<file path="config.mk">
export PLATFORM = sky130hd
export DESIGN_NAME = partition_fit_allocator
export DESIGN_NICKNAME = d
export VERILOG_FILES = /design/src/hdl/pfa_pkg.sv /design/src/hdl/pfa_ram.sv /design/src/hdl/pfa_fit_unit.sv /design/src/hdl/partition_fit_allocator.sv
export SDC_FILE = /design/constraint.sdc
export NUM_CORES = 1
export LEC_CHECK = 0
export BUFFER_PORTS_ARGS = -buffer_cell sky130_fd_sc_hd__buf_2
export CAP_MARGIN = 20
export CELL_PAD_IN_SITES_DETAIL_PLACEMENT = 0
export CELL_PAD_IN_SITES_GLOBAL_PLACEMENT = 1
export CORE_ASPECT_RATIO = 0.7
export CORE_MARGIN = 2
export CORE_UTILIZATION = 53
export CTS_CLUSTER_DIAMETER = 50
export DETAILED_ROUTE_END_ITERATION = 8
export PLACE_DENSITY = 0.84
export RECOVER_POWER = 50
export SYNTH_ARGS = -nofsm -noshare
export SYNTH_HDL_FRONTEND = slang
export SYNTH_SLANG_ARGS = --single-unit
</file>
<file path="constraint.sdc">
create_clock -name clk -period 9.2 [get_ports clk]
set_input_delay 0.46 -clock clk [delete_from_list [all_inputs] [get_ports clk]]
set_output_delay 0.46 -clock clk [all_outputs]
set_load 0.01 [all_outputs]
</file>
<file path="src/hdl/pfa_pkg.sv">
// Shared widths, codes and constants for the partition fit allocator.
`default_nettype none

package pfa_pkg;

  // Fixed field widths of the item and result beats.
  localparam int BLOCK_IDX_W = 4;
  localparam int OUT_SIZE_W  = 16;
  localparam int STATUS_W    = 2;
  localparam int MODE_W      = 2;
  localparam int COUNT_W     = 5;
  localparam int CFG_DATA_W  = 5;

  // Operation codes carried in func.
  localparam logic FUNC_LOAD  = 1'b0;
  localparam logic FUNC_ALLOC = 1'b1;

  // Placement policies. The unused code behaves as first fit.
  localparam logic [MODE_W-1:0] FIT_FIRST = 2'd0;
  localparam logic [MODE_W-1:0] FIT_BEST  = 2'd1;
  localparam logic [MODE_W-1:0] FIT_WORST = 2'd2;

  // Result status codes.
  localparam logic [STATUS_W-1:0] ST_LOADED  = 2'd0;
  localparam logic [STATUS_W-1:0] ST_ALLOC   = 2'd1;
  localparam logic [STATUS_W-1:0] ST_NOALLOC = 2'd2;

  // Configuration register indexes.
  localparam logic REG_FIT_MODE    = 1'b0;
  localparam logic REG_BLOCK_COUNT = 1'b1;

  // Register reset values.
  localparam logic [MODE_W-1:0]  FIT_MODE_RESET    = FIT_FIRST;
  localparam logic [COUNT_W-1:0] BLOCK_COUNT_RESET = 5'd16;

endpackage

`default_nettype wire

</file>
<file path="src/hdl/pfa_ram.sv">
// Generic single-write, single-read RAM with a registered read port.
`default_nettype none

module pfa_ram #(
  parameter int WIDTH = 16,
  parameter int DEPTH = 16
) (
  input  wire logic                     clk,
  input  wire logic                     we,
  input  wire logic [$clog2(DEPTH)-1:0] waddr,
  input  wire logic [WIDTH-1:0]         wdata,
  input  wire logic [$clog2(DEPTH)-1:0] raddr,
  output logic      [WIDTH-1:0]         rdata
);

  logic [WIDTH-1:0] mem [DEPTH];

  always_ff @(posedge clk) begin
    if (we) begin
      mem[waddr] <= wdata;
    end
    rdata <= mem[raddr];
  end

endmodule

`default_nettype wire

</file>
<file path="src/hdl/pfa_fit_unit.sv">
// Shared subtract and compare unit that judges one scanned block per cycle.
`default_nettype none

module pfa_fit_unit #(
  parameter int SIZE_BITS = 16
) (
  input  wire logic [pfa_pkg::MODE_W-1:0] mode,
  input  wire logic [SIZE_BITS-1:0]       rem,
  input  wire logic [SIZE_BITS-1:0]       amt,
  input  wire logic                       found,
  input  wire logic [SIZE_BITS-1:0]       pick_left,
  output logic                            take,
  output logic      [SIZE_BITS-1:0]       left
);

  logic [SIZE_BITS:0] diff;
  logic               fits;

  // The borrow bit tells whether the block is too small for the request.
  assign diff = {1'b0, rem} - {1'b0, amt};
  assign fits = ~diff[SIZE_BITS];
  assign left = diff[SIZE_BITS-1:0];

  // Strict compares keep ties on the lowest index, which is scanned first.
  always_comb begin
    unique case (mode)
      pfa_pkg::FIT_BEST:  take = fits && (!found || (left < pick_left));
      pfa_pkg::FIT_WORST: take = fits && (!found || (left > pick_left));
      default:            take = fits && !found;
    endcase
  end

endmodule

`default_nettype wire

</file>
<file path="src/hdl/partition_fit_allocator.sv">
// Top level of the partition fit allocator: sequencer, block table and result register.
//
// Usage. Items arrive on the in_* channel (valid/ready). A load beat (func 0)
// writes amount into block block_index; an index at or beyond NUM_BLOCKS writes
// nothing. An allocate beat (func 1) scans blocks 0 up to block_count-1 for one
// that holds amount, chosen by fit_mode (first, best or worst fit, ties to the
// lowest index), subtracts the request from it and reports the block.
// Every item yields exactly one result beat on the out_* channel.
// Timing. A load goes from acceptance straight to the hand-off state, which moves
// the result into the output register and raises out_valid. With limit being
// block_count capped at NUM_BLOCKS, a placed allocate issues limit table reads,
// judges the last read, closes the scan, writes back and hands off; a refused one
// skips the write-back. in_ready is high only while the sequencer idles, so the
// next item is taken in the cycle after the hand-off at the earliest, and no new
// item is taken before the last one has been handed off.
// Stalls. The next item is accepted while a result waits in the output register; an
// item that finishes while that beat is still pending holds until the receiver takes it.
// Reset. rst (synchronous) clears the sequencer, the output valid and the
// registers (fit_mode 0, block_count 16). The table is not cleared: a block must be
// loaded before a request scans it. cfg_* is always ready; write it only while idle.
`default_nettype none

module partition_fit_allocator #(
  parameter int NUM_BLOCKS = 16,
  parameter int SIZE_BITS  = 16
) (
  input  wire logic                              clk,
  input  wire logic                              rst,
  input  wire logic                              in_valid,
  output logic                                   in_ready,
  input  wire logic                              func,
  input  wire logic [pfa_pkg::BLOCK_IDX_W-1:0]   block_index,
  input  wire logic [SIZE_BITS-1:0]              amount,
  output logic                                   out_valid,
  input  wire logic                              out_ready,
  output logic      [pfa_pkg::STATUS_W-1:0]      status,
  output logic      [pfa_pkg::BLOCK_IDX_W-1:0]   chosen_block,
  output logic      [pfa_pkg::OUT_SIZE_W-1:0]    remaining_after,
  input  wire logic                              cfg_valid,
  output logic                                   cfg_ready,
  input  wire logic                              cfg_index,
  input  wire logic [pfa_pkg::CFG_DATA_W-1:0]    cfg_data
);

  localparam int IDX_BITS = $clog2(NUM_BLOCKS);
  localparam int CNT_BITS = $clog2(NUM_BLOCKS + 1);

  typedef enum logic [3:0] {
    S_IDLE  = 4'b0001,
    S_SCAN  = 4'b0010,
    S_WRITE = 4'b0100,
    S_DONE  = 4'b1000
  } state_t;

  state_t state, state_next;

  // Configuration registers.
  logic [pfa_pkg::MODE_W-1:0]  fit_mode;
  logic [pfa_pkg::COUNT_W-1:0] block_count;

  // Item context and scan state.
  logic [SIZE_BITS-1:0] amt;
  logic [CNT_BITS-1:0]  rd_ptr;
  logic [CNT_BITS-1:0]  limit;
  logic                 cmp_valid;
  logic [IDX_BITS-1:0]  cmp_idx;
  logic                 found;
  logic [IDX_BITS-1:0]  pick;
  logic [SIZE_BITS-1:0] pick_left;

  // Result waiting to be moved into the output register.
  logic [pfa_pkg::STATUS_W-1:0]    res_status;
  logic [pfa_pkg::BLOCK_IDX_W-1:0] res_chosen;
  logic [pfa_pkg::OUT_SIZE_W-1:0]  res_remaining;

  // Table and fit unit signals.
  logic                 ram_we;
  logic [IDX_BITS-1:0]  ram_waddr;
  logic [SIZE_BITS-1:0] ram_wdata;
  logic [SIZE_BITS-1:0] ram_rdata;
  logic                 take;
  logic [SIZE_BITS-1:0] left;

  logic in_fire;
  logic is_load;
  logic load_ok;
  logic issue;
  logic scan_end;
  logic out_free;

  assign cfg_ready = 1'b1;
  assign in_ready  = (state == S_IDLE);
  assign in_fire   = in_valid && in_ready;
  assign is_load   = (func == pfa_pkg::FUNC_LOAD);
  assign load_ok   = (int'(block_index) < NUM_BLOCKS);
  assign out_free  = !out_valid || out_ready;

  // Counts above the table size scan the whole table.
  assign limit = (int'(block_count) > NUM_BLOCKS) ? CNT_BITS'(NUM_BLOCKS)
                                                  : CNT_BITS'(block_count);

  // One table read is issued per scan cycle until limit is reached; its data is judged in the next cycle.
  assign issue    = (state == S_SCAN) && (rd_ptr < limit);
  assign scan_end = (state == S_SCAN) && !issue && !cmp_valid;

  // The write port serves loads at acceptance and allocations at write-back.
  assign ram_we    = (in_fire && is_load && load_ok) || (state == S_WRITE);
  assign ram_waddr = (state == S_WRITE) ? pick : IDX_BITS'(block_index);
  assign ram_wdata = (state == S_WRITE) ? pick_left : amount;

  pfa_ram #(
    .WIDTH (SIZE_BITS),
    .DEPTH (NUM_BLOCKS)
  ) u_table (
    .clk   (clk),
    .we    (ram_we),
    .waddr (ram_waddr),
    .wdata (ram_wdata),
    .raddr (rd_ptr[IDX_BITS-1:0]),
    .rdata (ram_rdata)
  );

  pfa_fit_unit #(
    .SIZE_BITS (SIZE_BITS)
  ) u_fit (
    .mode      (fit_mode),
    .rem       (ram_rdata),
    .amt       (amt),
    .found     (found),
    .pick_left (pick_left),
    .take      (take),
    .left      (left)
  );

  always_comb begin
    state_next = state;
    unique case (state)
      S_IDLE: begin
        if (in_fire) begin
          state_next = is_load ? S_DONE : S_SCAN;
        end
      end
      S_SCAN: begin
        if (scan_end) begin
          state_next = found ? S_WRITE : S_DONE;
        end
      end
      S_WRITE: state_next = S_DONE;
      S_DONE: begin
        if (out_free) begin
          state_next = S_IDLE;
        end
      end
      default: state_next = S_IDLE;
    endcase
  end

  always_ff @(posedge clk) begin
    if (rst) begin
      state       <= S_IDLE;
      out_valid   <= 1'b0;
      cmp_valid   <= 1'b0;
      found       <= 1'b0;
      rd_ptr      <= '0;
      fit_mode    <= pfa_pkg::FIT_MODE_RESET;
      block_count <= pfa_pkg::BLOCK_COUNT_RESET;
    end else begin
      state     <= state_next;
      cmp_valid <= issue;
      cmp_idx   <= rd_ptr[IDX_BITS-1:0];

      if (cfg_valid && cfg_ready) begin
        unique case (cfg_index)
          pfa_pkg::REG_FIT_MODE:    fit_mode    <= cfg_data[pfa_pkg::MODE_W-1:0];
          pfa_pkg::REG_BLOCK_COUNT: block_count <= cfg_data;
          default:                  fit_mode    <= fit_mode;
        endcase
      end

      // A new beat is loaded as soon as the register is free; otherwise a taken
      // beat leaves the register empty.
      if ((state == S_DONE) && out_free) begin
        out_valid <= 1'b1;
      end else if (out_ready) begin
        out_valid <= 1'b0;
      end

      unique case (state)
        S_IDLE: begin
          if (in_fire) begin
            amt    <= amount;
            found  <= 1'b0;
            rd_ptr <= '0;
            if (is_load) begin
              res_status    <= pfa_pkg::ST_LOADED;
              res_chosen    <= '0;
              res_remaining <= load_ok ? pfa_pkg::OUT_SIZE_W'(amount) : '0;
            end
          end
        end
        S_SCAN: begin
          if (issue) begin
            rd_ptr <= rd_ptr + CNT_BITS'(1);
          end
          if (cmp_valid && take) begin
            found     <= 1'b1;
            pick      <= cmp_idx;
            pick_left <= left;
          end
          if (scan_end) begin
            if (found) begin
              res_status    <= pfa_pkg::ST_ALLOC;
              res_chosen    <= pfa_pkg::BLOCK_IDX_W'(pick);
              res_remaining <= pfa_pkg::OUT_SIZE_W'(pick_left);
            end else begin
              res_status    <= pfa_pkg::ST_NOALLOC;
              res_chosen    <= '0;
              res_remaining <= '0;
            end
          end
        end
        S_WRITE: begin
          found <= found;
        end
        S_DONE: begin
          if (out_free) begin
            status          <= res_status;
            chosen_block    <= res_chosen;
            remaining_after <= res_remaining;
          end
        end
        default: begin
          found <= 1'b0;
        end
      endcase
    end
  end

  // Write-back only happens for a request that found a block.
  a_write_found : assert property (@(posedge clk) disable iff (rst)
    (state == S_WRITE) |-> found)
    else $error("write-back without a chosen block");

  // The read pointer never runs past the scan limit.
  a_ptr_bound : assert property (@(posedge clk) disable iff (rst)
    (state == S_SCAN) |-> (rd_ptr <= limit))
    else $error("scan pointer past the limit");

  // Pending compares belong to the scan only.
  a_cmp_in_scan : assert property (@(posedge clk) disable iff (rst)
    cmp_valid |-> (state == S_SCAN))
    else $error("compare pending outside the scan");

  // A refused request reports no block and no size.
  a_noalloc_zero : assert property (@(posedge clk) disable iff (rst)
    (out_valid && (status == pfa_pkg::ST_NOALLOC))
      |-> ((chosen_block == '0) && (remaining_after == '0)))
    else $error("refused request carries a block or size");

  // An accepted item moves the sequencer on to the scan or the done state.
  a_accept_idle : assert property (@(posedge clk) disable iff (rst)
    in_fire |=> ((state == S_SCAN) || (state == S_DONE)))
    else $error("accepted item did not start its sequence");

endmodule

`default_nettype wire
</file>
==> results.sh <==
export IMPL_slew_violations=142
export IMPL_setup_viol=0
export IMPL_cp_end_kind="flop"
export IMPL_cpPeakStageDelay_ns=2.89
export IMPL_num_vias=8131
export IMPL_slowest_stage="clkbuf_1"
export IMPL_grt_setup_unrepaired="no"
export IMPL_yosysTopAreaCell="edfxtp_1"
export IMPL_netlist_area_mm2=0.0153
export IMPL_cp_start_kind="flop"
export IMPL_violations="max-capacitance violations, max-slew violations"
export IMPL_area_growth_pct=12.7
export IMPL_drc=0
export IMPL_die_h_um=146
export IMPL_relSlewSlack_pct=-179
export IMPL_place_ws_ns=4.43
export IMPL_post_route_min_period_ns=5.43
export IMPL_grt_pass1_vias=8008
export IMPL_postSynth_asyncResetShare_pct=0
export IMPL_antenna_cells=0
export IMPL_crit_type="reg -> reg"
export IMPL_p_per_area_mw_per_mm2=210
export IMPL_fillers=2068
export IMPL_synth_fp_nets=946
export IMPL_status="finished with violations"
export IMPL_arrival_ns=5.69
export IMPL_worstReg2RegStart="rd_ptr[1]"
export IMPL_leakage_uw=0.00580
export IMPL_synth_top_area_share_pct=66.7
export IMPL_yosysSeqAreaShare_pct=71.2
export IMPL_cp_required_ns=9.45
export IMPL_synth_main_ff_cell="edfxtp_1"
export IMPL_place_gp_congestion=0.879
export IMPL_grt_max_degree=71
export IMPL_post_synth_top_count_cell="edfxtp_1"
export IMPL_maxCapViolCount=4
export IMPL_crit_start="rd_ptr[1]"
export IMPL_final_nets=1030
export IMPL_cts_htree_levels=2
export IMPL_clockBufferDepth=3
export IMPL_fmax_mhz=184
export IMPL_io_buffers=55
export IMPL_clk_pin_slew_ns=0.06
export IMPL_grt_ovfl_total=0
export IMPL_cts_hold_buffers_added=0
export IMPL_synth_common_cells="340 x edfxtp_1, 80 x mux4_2, 62 x nand2_1, 50 x inv_1, 44 x nor2_1"
export IMPL_core_mm2=0.0287
export IMPL_crit_chain="clkbuf_1 -> ha_1 -> a21o_1 -> a2111oi_4 -> o31ai_1 -> nand2_1 -> a21oi_2 -> buf_4"
export IMPL_finalHoldViolCount=0
export IMPL_hold_path_class="in -> reg"
export IMPL_min_from="amount[7]"
export IMPL_wire_per_inst_um=23.9
export IMPL_tightestPinTransition_ns=4.18
export IMPL_fin_crit_sh_pct=59.1
export IMPL_insertion_delay_ns=0.54
export IMPL_cts_post_setup_buffers_inserted=0
export IMPL_cts_sinks=375
export IMPL_ys_seq_elements=375
export IMPL_cts_resized=0
export IMPL_path_max_fanout=70
export IMPL_globalRouteTotalUtil_pct=22.0
export IMPL_firstDrtPassIters=5
export IMPL_fp_dieW_um=207
export IMPL_drive_gt1_share_pct=18.1
export IMPL_synth_area_top_cells="edfxtp_1 67%, mux4_2 12%, dfxtp_1 4.6%"
export IMPL_fin_cells=1364
export IMPL_vias_per_cell=5.96
export IMPL_cts_root_buf="clkbuf_16"
export IMPL_synth_edff_count=340
export IMPL_hpwl_um=20000
export IMPL_start_util_pct=53.4
export IMPL_yosysWarnings=0
export IMPL_finalClockSkew_ns=0.0172
export IMPL_syn_inst=875
export IMPL_die_area_mm2=0.0303
export IMPL_ant_nets=0
export IMPL_ir_drop_mv=0.109
export IMPL_num_rows=52
export IMPL_cts_buffers=35
export IMPL_drt_iter0_drc=767
export IMPL_antenna_found_initial=0
export IMPL_finalWirelength_um=32700
export IMPL_final_setup_tns_ns=0
export IMPL_fin_ws_ns=3.77
export IMPL_ys_types=61
export IMPL_dp_cells=1297
export IMPL_io_pins=57
export IMPL_avgSynthCellArea_um2=17.5
export IMPL_tritoncts="done"
export IMPL_grt_first_pass_wirelength_um=49400
-- final cells by class --
class	count	area, µm²	share of cell area [%]
Clock buffer	40	895	5.18
Tap cell	378	473	2.74
Timing Repair Buffer	82	405	2.35
Multi-Input combinational cell	414	4070	23.6
Clock inverter	24	308	1.78
Sequential cell	375	10900	63.2
Inverter	51	191	1.11
-- worst max-delay path: cells and delay by family, from the launching register on --
kind / cells / cell delay, ns
buffers and inverters: 2 / 3.16
AO/OA/AOI/OAI: 4 / 0.89
flip-flops: 1 / 0.31
AND/OR/NAND/NOR: 1 / 0.16
adder cells (fa/ha/maj): 1 / 0.63
-- flip-flops by register name, indices dropped and copies added, names as in the netlist --
signal           count
res_status           2
out_valid            1
pick                 4
chosen_block         4
remaining_after     16
u_table.mem        256
block_count          5
state                4
found                1
cmp_valid            1
fit_mode             2
res_remaining       16
status               2
rd_ptr               5
amt                 16
u_table.rdata       16
res_chosen           4
pick_left           16
cmp_idx              4
-- worst paths after layout --
path / to / slack [ns] / cells past startpoint
min reg2reg: pick[2] / 0.41 / 0
max: res_remaining[12] / 3.77 / 8
min: amt[7] / 0.15 / 1
max reg2reg: res_remaining[12] / 3.77 / 8
-- logic make-up (layout without fill, tap and decap cells) --
logic type	Yosys count	in the layout	synth area share (%)
other	1	1	0.0245
multiplexers	101	101	13.3
AND/OR/NAND/NOR	172	172	5.33
AO/OA/AOI/OAI	89	89	4.05
adder cells (fa/ha/maj)	39	39	3.23
XOR/XNOR	12	12	0.686
flip-flops	375	375	71.2
buffers and inverters	86	197	2.17
-- power breakdown --
group | switching (µW) | leakage, µW | total (µW) | internal [µW]
sequential | 11.9 | 0.00336 | 1900 | 1890
clock | 627 | 0.000594 | 1530 | 903
combinational | 126 | 0.00184 | 197 | 71.7
-- per-layer routing --
| metal | GRT usage, % | vias up | share of wire (%) |
|---|---|---|---|
| li1 | - | 3614 | - |
| met5 | 0 | - | 0 |
| met4 | 5.57 | 0 | 1.7 |
| met2 | 32.7 | 311 | 46 |
| met1 | 33.8 | 4159 | 44 |
| met3 | 4.30 | 47 | 8.0 |
-- through the flow --
step | hold slack (ns) | power (µW) | util [%] | instance area (µm²)
finish | 0.152 | 3630 | 60.1 | 17300
detailed placement | 0.405 | 2140 | 56.2 | 16100
global route | 0.172 | 3740 | 60.1 | 17300
global placement | 0.401 | 2130 | 56.2 | 16100
CTS | 0.105 | 3650 | 60.4 | 17300
floorplan | 0.400 | 2070 | - | 15300
-- placed cells by master (no fill, tap or decap), types with 28 or more instances in the layout --
cell type	instances
nor2_1	43
clkbuf_16	35
nand2_1	62
ha_1	38
nand3_1	28
dfxtp_1	34
inv_1	50
edfxtp_1	340
clkbuf_1	51
mux4_2	80
Note: power is estimated with default switching activity, not from simulation.
